==> config.mk <==
export PLATFORM = sky130hd
export DESIGN_NAME = button_press_classifier_core
export DESIGN_NICKNAME = d
export VERILOG_FILES = /design/src/bpc_pkg.sv /design/src/button_press_classifier_core.sv /design/src/bpc_cfg_regs.sv /design/src/bpc_step.sv
export VERILOG_INCLUDE_DIRS = /design/src /design/src/src
export SDC_FILE = /design/constraint.sdc
export NUM_CORES = 1
export LEC_CHECK = 0
export BUFFER_PORTS_ARGS = -buffer_cell sky130_fd_sc_hd__buf_4
export CAP_MARGIN = 20
export CORE_AREA = 3 3 91 93
export DETAILED_ROUTE_END_ITERATION = 10
export DIE_AREA = 0 0 94 96
export GPL_ROUTABILITY_DRIVEN = 0
export HOLD_SLACK_MARGIN = 0.06
export PLACE_DENSITY = 0.78
export RECOVER_POWER = 100
export SLEW_MARGIN = 10
export SYNTH_ARGS = -nofsm -noshare
export SYNTH_HDL_FRONTEND = slang
export SYNTH_SLANG_ARGS = --single-unit
==> constraint.sdc <==
create_clock -name aclk -period 4.5 [get_ports aclk]
set_input_delay 0.225 -clock aclk [delete_from_list [all_inputs] [get_ports aclk]]
set_output_delay 0.225 -clock aclk [all_outputs]
set_load 0.03 [all_outputs]
==> src/button_press_classifier_core_macros.svh <==
// assertion macros for the button press classifier core
`ifndef BUTTON_PRESS_CLASSIFIER_CORE_MACROS_SVH
`define BUTTON_PRESS_CLASSIFIER_CORE_MACROS_SVH

// same-cycle implication, checked out of reset
`define BPC_ASSERT_IMPLY(label, clk, rst_n, ante, cons, msg) \
    label: assert property (@(posedge clk) disable iff (!(rst_n)) (ante) |-> (cons)) \
        else $error(msg);

// next-cycle implication, checked out of reset
`define BPC_ASSERT_NEXT(label, clk, rst_n, ante, cons, msg) \
    label: assert property (@(posedge clk) disable iff (!(rst_n)) (ante) |=> (cons)) \
        else $error(msg);

`endif

==> src/bpc_pkg.sv <==
// types and constants shared by the button press classifier modules
package bpc_pkg;

    localparam int DEBOUNCE_W = 4;
    localparam int COUNT_W    = 16;
    localparam int CFG_IDX_W  = 2;
    localparam int CFG_DATA_W = 16;
    localparam int EVENT_W    = 3;

    localparam logic [CFG_IDX_W-1:0] REG_DEBOUNCE_TICKS   = 2'd0;
    localparam logic [CFG_IDX_W-1:0] REG_LONG_PRESS_TICKS = 2'd1;
    localparam logic [CFG_IDX_W-1:0] REG_HOLD_TICKS       = 2'd2;

    localparam logic [DEBOUNCE_W-1:0] DEBOUNCE_RESET   = 4'd2;
    localparam logic [COUNT_W-1:0]    LONG_PRESS_RESET = 16'd15;
    localparam logic [COUNT_W-1:0]    HOLD_RESET       = 16'd50;
    localparam logic [COUNT_W-1:0]    COUNT_MAX        = 16'hFFFF;

    localparam logic [EVENT_W-1:0] EV_NONE         = 3'd0;
    localparam logic [EVENT_W-1:0] EV_FAST_PRESS   = 3'd1;
    localparam logic [EVENT_W-1:0] EV_SHORT_PRESS  = 3'd2;
    localparam logic [EVENT_W-1:0] EV_LONG_PRESS   = 3'd3;
    localparam logic [EVENT_W-1:0] EV_RELEASE_HOLD = 3'd4;

    typedef struct packed {
        logic [DEBOUNCE_W-1:0] debounce_ticks;
        logic [COUNT_W-1:0]    long_press_ticks;
        logic [COUNT_W-1:0]    hold_ticks;
    } bpc_cfg_t;

    typedef struct packed {
        logic                  idle_waiting;
        logic [DEBOUNCE_W-1:0] tick_countdown;
        logic                  press_confirmed;
        logic                  release_seen;
        logic [COUNT_W-1:0]    held_count;
        logic                  long_flag;
        logic                  hold_flag;
    } bpc_state_t;

    typedef struct packed {
        logic                  hold_active;
        logic [EVENT_W-1:0]    event_code;
    } bpc_result_t;

endpackage

==> src/button_press_classifier_core.sv <==
// top level of the button press classifier: debounce, press classification, hold flag
//
//  channel  | ports                              | payload
//  ---------+------------------------------------+------------------------------------
//  input    | s_tvalid s_tready s_tdata[7:0]     | [0] button_pressed
//  result   | m_tvalid m_tready m_tdata[7:0]     | [2:0] event_code, [3] hold_active
//  config   | cfg_valid cfg_ready cfg_index cfg_data | index 0..2, data 16 bit
//
// each sample goes input register -> step logic -> result register; one sample per cycle
// sustained while the result is not stalled, set by the single state update in the step logic.
// synchronous active-low reset, no clearing pass; the config port is always ready.
// a stalled result holds the input register, which in turn drops s_tready.
module button_press_classifier_core (
    input  logic        aclk,
    input  logic        aresetn,
    input  logic        s_tvalid,
    output logic        s_tready,
    input  logic [7:0]  s_tdata,    // [0] button_pressed, [7:1] zero
    output logic        m_tvalid,
    input  logic        m_tready,
    output logic [7:0]  m_tdata,    // [2:0] event_code, [3] hold_active, [7:4] zero
    input  logic        cfg_valid,
    output logic        cfg_ready,
    input  logic [1:0]  cfg_index,
    input  logic [15:0] cfg_data
);
    import bpc_pkg::*;
    `include "button_press_classifier_core_macros.svh"

    bpc_cfg_t    cfg;
    bpc_state_t  state_reg;
    bpc_state_t  state_next;
    bpc_result_t step_res;
    bpc_result_t res_reg;
    logic        in_valid_reg;
    logic        in_pressed_reg;
    logic        out_valid_reg;
    logic        advance;

    assign cfg_ready = 1'b1;

    bpc_cfg_regs u_cfg (
        .aclk     (aclk),
        .aresetn  (aresetn),
        .wr_en    (cfg_valid & cfg_ready),
        .wr_index (cfg_index),
        .wr_data  (cfg_data),
        .cfg      (cfg)
    );

    bpc_step u_step (
        .cfg     (cfg),
        .cur     (state_reg),
        .pressed (in_pressed_reg),
        .nxt     (state_next),
        .res     (step_res)
    );

    assign advance  = in_valid_reg && (!out_valid_reg || m_tready);
    assign s_tready = !in_valid_reg || advance;

    always_ff @(posedge aclk) begin
        if (!aresetn) begin
            in_valid_reg <= 1'b0;
        end else if (s_tready) begin
            in_valid_reg <= s_tvalid;
        end
    end

    always_ff @(posedge aclk) begin
        if (s_tready && s_tvalid) begin
            in_pressed_reg <= s_tdata[0];
        end
    end

    always_ff @(posedge aclk) begin
        if (!aresetn) begin
            state_reg.idle_waiting    <= 1'b1;
            state_reg.tick_countdown  <= DEBOUNCE_RESET;
            state_reg.press_confirmed <= 1'b0;
            state_reg.release_seen    <= 1'b0;
            state_reg.held_count      <= '0;
            state_reg.long_flag       <= 1'b0;
            state_reg.hold_flag       <= 1'b0;
            out_valid_reg             <= 1'b0;
        end else begin
            if (advance) begin
                state_reg <= state_next;
            end
            if (advance) begin
                out_valid_reg <= 1'b1;
            end else if (m_tready) begin
                out_valid_reg <= 1'b0;
            end
        end
    end

    always_ff @(posedge aclk) begin
        if (advance) begin
            res_reg <= step_res;
        end
    end

    assign m_tvalid = out_valid_reg;
    assign m_tdata  = {4'd0, res_reg.hold_active, res_reg.event_code};

    `BPC_ASSERT_IMPLY(a_hold_cleared_on_release, aclk, aresetn,
        m_tvalid && m_tdata[2:0] == EV_RELEASE_HOLD, !m_tdata[3],
        "hold still active on release-after-hold event")
    `BPC_ASSERT_IMPLY(a_idle_clean, aclk, aresetn,
        state_reg.idle_waiting,
        state_reg.held_count == '0 && !state_reg.long_flag && !state_reg.hold_flag,
        "press state left over while idle")
    `BPC_ASSERT_IMPLY(a_code_range, aclk, aresetn,
        m_tvalid, m_tdata[2:0] <= EV_RELEASE_HOLD && m_tdata[7:4] == 4'd0,
        "result code out of range")
    `BPC_ASSERT_NEXT(a_result_follows_step, aclk, aresetn,
        advance, m_tvalid,
        "stepped sample produced no result")
endmodule

==> src/bpc_cfg_regs.sv <==
// configuration register file of the button press classifier
module bpc_cfg_regs (
    input  logic                            aclk,
    input  logic                            aresetn,
    input  logic                            wr_en,
    input  logic [bpc_pkg::CFG_IDX_W-1:0]   wr_index,
    input  logic [bpc_pkg::CFG_DATA_W-1:0]  wr_data,
    output bpc_pkg::bpc_cfg_t               cfg
);
    import bpc_pkg::*;

    bpc_cfg_t cfg_reg;

    always_ff @(posedge aclk) begin
        if (!aresetn) begin
            cfg_reg.debounce_ticks   <= DEBOUNCE_RESET;
            cfg_reg.long_press_ticks <= LONG_PRESS_RESET;
            cfg_reg.hold_ticks       <= HOLD_RESET;
        end else if (wr_en) begin
            unique case (wr_index)
                REG_DEBOUNCE_TICKS:   cfg_reg.debounce_ticks   <= wr_data[DEBOUNCE_W-1:0];
                REG_LONG_PRESS_TICKS: cfg_reg.long_press_ticks <= wr_data;
                REG_HOLD_TICKS:       cfg_reg.hold_ticks       <= wr_data;
                default: ;
            endcase
        end
    end

    assign cfg = cfg_reg;
endmodule

==> src/bpc_step.sv <==
// next-state and event logic for one sampled button level
module bpc_step (
    input  bpc_pkg::bpc_cfg_t    cfg,
    input  bpc_pkg::bpc_state_t  cur,
    input  logic                 pressed,
    output bpc_pkg::bpc_state_t  nxt,
    output bpc_pkg::bpc_result_t res
);
    import bpc_pkg::*;

    always_comb begin
        logic                  run;
        logic                  sample;
        logic [COUNT_W-1:0]    held_inc;
        logic [EVENT_W-1:0]    ev;

        nxt    = cur;
        ev     = EV_NONE;
        run    = 1'b1;
        sample = 1'b0;
        held_inc = (cur.held_count != COUNT_MAX) ? cur.held_count + 16'd1 : cur.held_count;

        if (cur.idle_waiting) begin
            if (!pressed) begin
                run = 1'b0;
            end else begin
                nxt.idle_waiting   = 1'b0;
                nxt.tick_countdown = cfg.debounce_ticks;
            end
        end

        if (run) begin
            // countdown wraps, so a zero setting acts as sixteen ticks
            nxt.tick_countdown = nxt.tick_countdown - 4'd1;
            if (nxt.tick_countdown == '0) begin
                sample = 1'b1;
                if (!cur.press_confirmed) begin
                    if (!pressed) begin
                        // bounce before confirmation, drop quietly
                        nxt.idle_waiting    = 1'b1;
                        nxt.release_seen    = 1'b0;
                        nxt.press_confirmed = 1'b0;
                        sample              = 1'b0;
                    end else begin
                        nxt.press_confirmed = 1'b1;
                        ev                  = EV_FAST_PRESS;
                    end
                end
            end
        end

        if (sample) begin
            if (!cur.release_seen) begin
                nxt.tick_countdown = cfg.debounce_ticks;
                if (pressed) begin
                    nxt.held_count = held_inc;
                    if (held_inc >= cfg.long_press_ticks && held_inc < cfg.hold_ticks)
                        nxt.long_flag = 1'b1;
                    if (held_inc >= cfg.hold_ticks)
                        nxt.hold_flag = 1'b1;
                end else begin
                    nxt.release_seen = 1'b1;
                end
            end else begin
                if (cur.hold_flag) begin
                    ev            = EV_RELEASE_HOLD;
                    nxt.hold_flag = 1'b0;
                end else if (cur.long_flag) begin
                    ev = EV_LONG_PRESS;
                end else begin
                    ev = EV_SHORT_PRESS;
                end
                nxt.long_flag       = 1'b0;
                nxt.held_count      = '0;
                nxt.idle_waiting    = 1'b1;
                nxt.release_seen    = 1'b0;
                nxt.press_confirmed = 1'b0;
            end
        end

        res.event_code  = ev;
        res.hold_active = nxt.hold_flag;
    end
endmodule
Word-level counts from Yosys, hierarchy flattened. Cells that the tools add are included.

Input port bits: 31. Bits in registers: 68. Logic and storage cells: 74.

Eq/ne operators: 3. $add $sub $neg: 2. $lt $le $gt $ge: 3. Multiplexer cells: 34. Reductions and logical operators: 17.

Operator list (count): 16-bit greater-or-equal comparator (2); 25-bit 2-to-1 mux (1); 19-bit 2-to-1 mux (1); 1-bit 2-to-1 mux (18); 18-bit 2-to-1 mux (1); 3-bit 2-to-1 mux (6); 16-bit by 1-bit adder with 16-bit output (second input constant) (1); 16-bit less-than comparator (1); 16-bit 2-to-1 mux (1); 16-bit inequality test (second input constant) (1); 5-bit 2-to-1 mux (2); 7-bit 2-to-1 mux (1); 2-bit AND reduction (3); 2-bit nonzero test (3); 4-bit logical NOT (1); 2-bit 2-to-1 mux (2); 4-bit 2-to-1 mux (1); 4-bit AND reduction (1); 4-bit by 1-bit subtractor with 4-bit output (second input constant) (1); 1-bit logical AND (3); 3-bit AND reduction (1); 2-bit by 1-bit equality test with 1-bit output (second input constant) (1); 2-bit equality test (second input constant) (1); 1-bit logical NOT (2); other kinds (2) (3).

Depth between registers and ports, before layout. Gate-level depths: netlist of run 1.

Depth after elaboration: 9. Mapped depth: 12. Depth with buffers taken out: 12.

Modules after synthesis. A second synthesis of run 1 with hierarchy kept.

Cells, all modules: 579. Area total of the unflattened synthesis: 4715.8 sq um.

By module, submodules not included: bpc_step (instances 1, sequential area each 0.0 sq um, area each 1973.1 sq um, cells an instance 303); bpc_cfg_regs (instances 1, sequential area each 720.7 sq um, area each 1425.1 sq um, cells an instance 145); button_press_classifier_core (instances 1, sequential area each 690.7 sq um, area each 1317.5 sq um, cells an instance 131).

Worst setup path before layout of run 1. Ideal clock, no wire load.

Path kind: register to register. From: reg state_reg[10] in the netlist's numbering. To: reg res_reg (netlist bit m_tdata[3]), data pin. Stages on the path, launching flop included: 12. Data arrival time: 2.740 ns. Required time: 4.236 ns. Setup slack: 1.496 ns. Cell sequence: dfxtp_1 and4_1 nand4_1 or3_1 clkbuf_1 mux2_2 ha_1 a21o_1 a221oi_1 o22ai_1 o211ai_1 a21oi_1.

RTL lines: from (decl) (RTL line button_press_classifier_core.sv:31) `bpc_state_t state_reg;`; from (signal assigned) (RTL line button_press_classifier_core.sv:88) `state_reg <= state_next;`; to (signal assigned) (RTL line button_press_classifier_core.sv:100) `res_reg <= step_res;`; to (decl) (RTL line button_press_classifier_core.sv:34) `bpc_result_t res_reg;`.

==> flow_summary.json, run 1 <==
{
  "cts.sinks": 68,
  "power_frac_comb_pct": 9.9,
  "rsz0062_at_grt": "false",
  "tightest_slew_ns": 1.23,
  "worstPathArrival_ns": 3.57,
  "dieArea_mm2": 0.00902,
  "cts-hold-fix-buffers": 1,
  "synth_ff_type": "dfxtp_1",
  "yosysTopAreaCellShare_pct": 30.9,
  "synth_cell_types": 59,
  "largest_register_ffs": 36,
  "post_cts_resized": 0,
  "finalHoldViolations": 0,
  "grt_pass1_vias": 3311,
  "total_power_mw": 1.34,
  "crit_path_end_kind": "flip-flop",
  "status": "completed",
  "route.antenna.remaining_nets": 0,
  "netlist_instances": 507,
  "synth_top_cell_by_area": "dfxtp_1",
  "grt.overflow.total": 0,
  "hpwl_um": 6730,
  "layout_setup_ws_ns": 1.02,
  "grt_max_degree": 27,
  "vias": 3613,
  "p_sw_share_pct": 25.4,
  "areaGrowthSynthToFinish_pct": 11.0,
  "final-seq-area_mm2": 0.00141,
  "cts-root-buf": "clkbuf_8",
  "p_clk_share_pct": 42.4,
  "fin_crit_ns": 3.48,
  "antenna_found_initial": 0,
  "n_antenna_cell": 0,
  "routed_wirelength_um": 9220,
  "slew_viol_final": 0,
  "die_width_um": 94,
  "yosys-top-cells-area": "dfxtp_1 (31%), ha_1 (11%), nand2_1 (7.3%)",
  "max_slew_margin_pct": 18.2,
  "pwr-share-seq_pct": 47.7,
  "cts_buffer_depth": 2,
  "synth_area_per_cell_um2": 8.04,
  "cellLeakagePower_nw": 1.85,
  "internal_power_mw": 0.997,
  "cts.reportedPaths.clkPinSlew_ns": 0.07,
  "dp_worst_setup_slack_ns": 1.09,
  "viasPerCell": 5.70,
  "post_cts_buffers": 0,
  "nFillCells": 691,
  "htreeDepth": 3,
  "ir_drop_v": 0.000191,
  "mostFrequentLayoutCells": "nand2_1 (80), dfxtp_1 (63), a21oi_1 (48)",
  "p_switching_mw": 0.339,
  "ioPinCount": 42,
  "core_mm2": 0.00761,
  "grt_pass1_wl_um": 15100,
  "finClkSkew_ns": 0.0125,
  "cp.required_ns": 4.59,
  "cts_buffers": 9,
  "setup-tns-final_ns": 0,
  "setup_viol": 0,
  "drt_pass1_iterations": 5,
  "synth_edf_count": 5,
  "wl_per_cell_um": 14.5,
  "fin_nets": 594,
  "tritoncts": "built",
  "post_dp_cell_area_mm2": 0.00433,
  "p_per_area_mw_per_mm2": 295,
  "synth-async-reset-ratio_pct": 0,
  "grt_use_total_pct": 20.9,
  "yosysSeqAreaShare_pct": 34.6,
  "layout_commonest_cell": "nand2_1",
  "drc_errors": 0,
  "io_buffers": 29,
  "die_h_um": 96,
  "startpoint_type": "flip-flop",
  "ys_ff_latch": 68,
  "fmax_ghz": 0.288,
  "drtIter0Drc": 228,
  "clock_latency_ns": 0.35,
  "multi_input_area_mm2": 0.00238,
  "netlist_area_mm2": 0.00408,
  "path_class": "reg2reg",
  "hp-class": "in2reg",
  "yosys_warnings": 0,
  "drive_gt1_share_pct": 8.27,
  "initial_core_util_pct": 53.6,
  "maxCapViolCount": 0,
  "design_area_mm2": 0.00453,
  "row_count": 32,
  "path_max_fanout": 8,
  "fin_crit_sh_pct": 77.3
}
final cells by class:
cell class              instances  share of cell area [%]
multi-input cells             372                    52.5
flip-flops and latches         68                    31.2
repair buffers                 33                    4.78
clock buffers                  11                    3.84
inverters                      44                    3.65
well taps                     102                    2.82
clock inverters                 4                    1.19
through the flow:
step	hold slack (ns)	std cells	utilization (%)
2_1_floorplan	0.324	510	-
3_3_place_gp	0.409	618	56.9
3_5_place_dp	0.410	618	56.9
4_1_cts	0.0995	634	60.1
5_1_grt	0.119	634	59.5
6_report	0.0968	634	59.5
cell usage after synthesis (3+ instances only):
master,instances
o311ai_0,3
nor4_1,3
a21oi_1,48
a31oi_1,5
nor2b_1,5
nor2_1,35
o211ai_1,14
a21o_1,13
a211oi_1,8
nand2_1,79
edfxtp_1,5
buf_4,6
and2_1,3
nand2b_1,3
nor3_1,5
or3_1,3
dfxtp_1,63
nand3b_1,5
mux2i_1,7
nand4_1,5
inv_1,42
or4_1,3
a22oi_1,10
buf_2,4
and3_1,6
xor2_1,4
clkbuf_1,12
ha_1,35
o21ai_0,12
xnor2_1,9
buf_1,4
and3b_1,3
nand3_1,11
worst paths after layout:
kind	startpoint	cells after the start	slack, ns	endpoint
max	state_reg[10]	12	1.02	m_tdata[3]
min	s_tvalid	3	0.1	in_valid_reg
min reg2reg	u_cfg.cfg[21]	2	0.46	u_cfg.cfg[21]
max reg2reg	state_reg[10]	12	1.02	m_tdata[3]
power groups by stage:
stage          Sequential [mW]  Combinational, mW  Clock [mW]
6_report                 0.638              0.132       0.566
3_5_place_dp             0.652              0.134           0
2_1_floorplan            0.652             0.0938           0
4_1_cts                  0.637              0.136       0.571
3_3_place_gp             0.651              0.129           0
5_1_grt                  0.640              0.147       0.597
worst max-delay path, stage by stage, from the launching register on:
cell	delay, ns
dfxtp_1	0.42
and4_1	0.28
nand4_1	0.28
o31ai_1	0.62
or4_1	0.23
nand2_1	0.09
ha_1	0.31
nand3_1	0.14
nor3_1	0.07
a211oi_1	0.30
o22ai_1	0.19
o211ai_1	0.21
a21oi_1	0.09
cells by family (layout without fill, tap and decap cells):
group                    count (synthesis)  in the layout  share of synthesized area, %
buffers and inverters                   70             92                          7.12
flip-flops                              68             68                          34.6
XOR/XNOR                                13             13                          2.79
adder cells (fa/ha/maj)                 35             35                          10.7
multiplexers                             9              9                          2.27
other                                    2              5                         0.184
AO/OA/AOI/OAI                          134            134                          21.8
AND/OR/NAND/NOR                        176            176                          20.4
routing by layer:
layer / vias to the layer above / part of all wire [%] / global-route usage [%]
met5: - / 0 / 0
met2: 118 / 48 / 35.2
met3: 8 / 5.6 / 3.13
li1: 1821 / - / -
met1: 1666 / 45 / 27.9
met4: 0 / 0.82 / 5.90
(Power assumes the default switching activity.)
==> inputs of run 2 (changes only) <==
==> constraint.sdc (replaced) <==
create_clock -name aclk -period 3.4 [get_ports aclk]
set_input_delay 0.17 -clock aclk [delete_from_list [all_inputs] [get_ports aclk]]
set_output_delay 0.17 -clock aclk [all_outputs]
set_load 0.03 [all_outputs]
==> run 2 against run 1 <==
Effect of this change: register-to-register slack got worse by 0.87 ns; worst setup slack got worse by 0.87 ns; count of clock-buffer cells in the layout did not move; wire length rose by 7.3%; combinational power rose by 39%; critical path depth rose by 2; first-iteration DRC count fell by 6.1%.
==> flow_summary.json, run 2 (synthesis results as in run 1) <==
{
  "path_class": "reg2reg",
  "areaGrowthSynthToFinish_pct": 14.9,
  "drtIter0Drc": 214,
  "finalHoldViolations": 0,
  "fin_crit_sh_pct": 95.5,
  "fin_nets": 616,
  "cts.reportedPaths.clkPinSlew_ns": 0.08,
  "route.antenna.remaining_nets": 0,
  "clock_latency_ns": 0.35,
  "antenna_found_initial": 0,
  "setup-tns-final_ns": 0,
  "maxCapViolCount": 0,
  "startpoint_type": "flip-flop",
  "fin_hold_ws_ns": 0.0692,
  "drive_gt1_share_pct": 11.0,
  "ioPinCount": 42,
  "path_cells": "and4_1 > nand4_1 > buf_4 > o31ai_1 > buf_4 > or4_1 > nand2_1 > ha_1 > a21oi_1 > o221ai_1 > a21oi_1 > o22ai_1 > o211ai_1 > a21oi_1",
  "grt.overflow.total": 0,
  "slew_viol_final": 0,
  "drt_pass1_iterations": 5,
  "max_stage_delay_ns": 0.40,
  "core_mm2": 0.00761,
  "row_count": 32,
  "mostFrequentLayoutCells": "nand2_1 (79), dfxtp_1 (63), a21oi_1 (48)",
  "initial_core_util_pct": 53.6,
  "layout_commonest_cell": "nand2_1",
  "grt_pass1_wl_um": 16500,
  "vias": 3717,
  "layout_setup_ws_ns": 0.153,
  "tightest_slew_ns": 1.23,
  "cp.required_ns": 3.49,
  "nFillCells": 709,
  "die_h_um": 96,
  "io_buffers": 29,
  "grt_max_degree": 28,
  "cts-root-buf": "clkbuf_8",
  "fin_crit_ns": 3.25,
  "ir_drop_v": 0.000336,
  "die_width_um": 94,
  "path_max_fanout": 8,
  "hpwl_um": 7260,
  "dp_worst_setup_slack_ns": 0.121,
  "max_slew_margin_pct": 17.9,
  "cts_buffer_depth": 2,
  "status": "completed",
  "cts.sinks": 68,
  "htreeDepth": 3,
  "setup_viol": 0,
  "p_per_area_mw_per_mm2": 361,
  "hp-class": "in2reg",
  "viasPerCell": 5.67,
  "largest_register_ffs": 36,
  "fmax_ghz": 0.308,
  "grt_pass1_vias": 3632,
  "drc_errors": 0,
  "tritoncts": "built",
  "cp_slowest_cell": "dfxtp_1",
  "crit_path_end_kind": "flip-flop",
  "cellLeakagePower_nw": 1.94,
  "crit_top_cell": "a21oi_1",
  "grt_use_total_pct": 23.2,
  "worstPathArrival_ns": 3.33,
  "rsz0062_at_grt": "false",
  "dieArea_mm2": 0.00902,
  "n_antenna_cell": 0,
  "cts_buffers": 9,
  "regToRegSetupSlack_ns": 0.15,
  "wl_per_cell_um": 15.1,
  "routed_wirelength_um": 9900,
  "finClkSkew_ns": 0.0153
}
run 2: layout make-up:
cell class	instances	area, um^2	share of cell area (%)
multi-input cells	372	2400	51.3
inverters	44	165	3.53
well taps	102	128	2.73
clock inverters	4	50.0	1.07
flip-flops and latches	68	1410	30.1
repair buffers	55	385	8.23
clock buffers	11	141	3.02
run 2: report_power, final:
group	leakage, nW	internal [mW]	switching (mW)
logic	1.28	0.0715	0.112
clock network	0.0997	0.356	0.308
registers	0.560	0.829	0.0152
run 2: what timing repair did:
action,CTS,global route
setup endpoints to repair,0,3
setup buffers,0,1
gates resized for setup,0,8
hold endpoints to repair,7,1
hold buffers,6,1
run 2: worst paths after layout:
check           startpoint             to  cells past startpoint
max          state_reg[12]     m_tdata[3]                     14
min            cfg_data[7]  u_cfg.cfg[23]                      3
max reg2reg  state_reg[12]     m_tdata[3]                     14
min reg2reg   u_cfg.cfg[8]   u_cfg.cfg[8]                      2
run 2: through the flow:
stage          instance area (um^2)  total power [mW]  utilization [%]  cells
6_report                       4680              1.69             61.6    656
5_1_grt                        4680              1.76             61.6    656
4_1_cts                        4700              1.71             61.7    654
3_5_place_dp                   4440              1.04             58.4    633
3_3_place_gp                   4440              1.04             58.4    633
2_1_floorplan                  4090             0.987                -    510
run 2: routing by layer:
metal | global-route usage [%] | up-vias | share of wire (%)
met3 | 4.69 | 16 | 4.4
met1 | 28.3 | 1755 | 44
met4 | 7.58 | 0 | 1.4
met2 | 40.9 | 87 | 50
met5 | 0 | - | 0
li1 | - | 1859 | -
run 2: critical path, delay by kind of cell, from the launching register on:
family	cells	cell delay (ns)
compound gates	7	1.28
simple gates	4	0.64
flops	1	0.40
buf+inv	2	0.36
fa+ha+maj	1	0.32
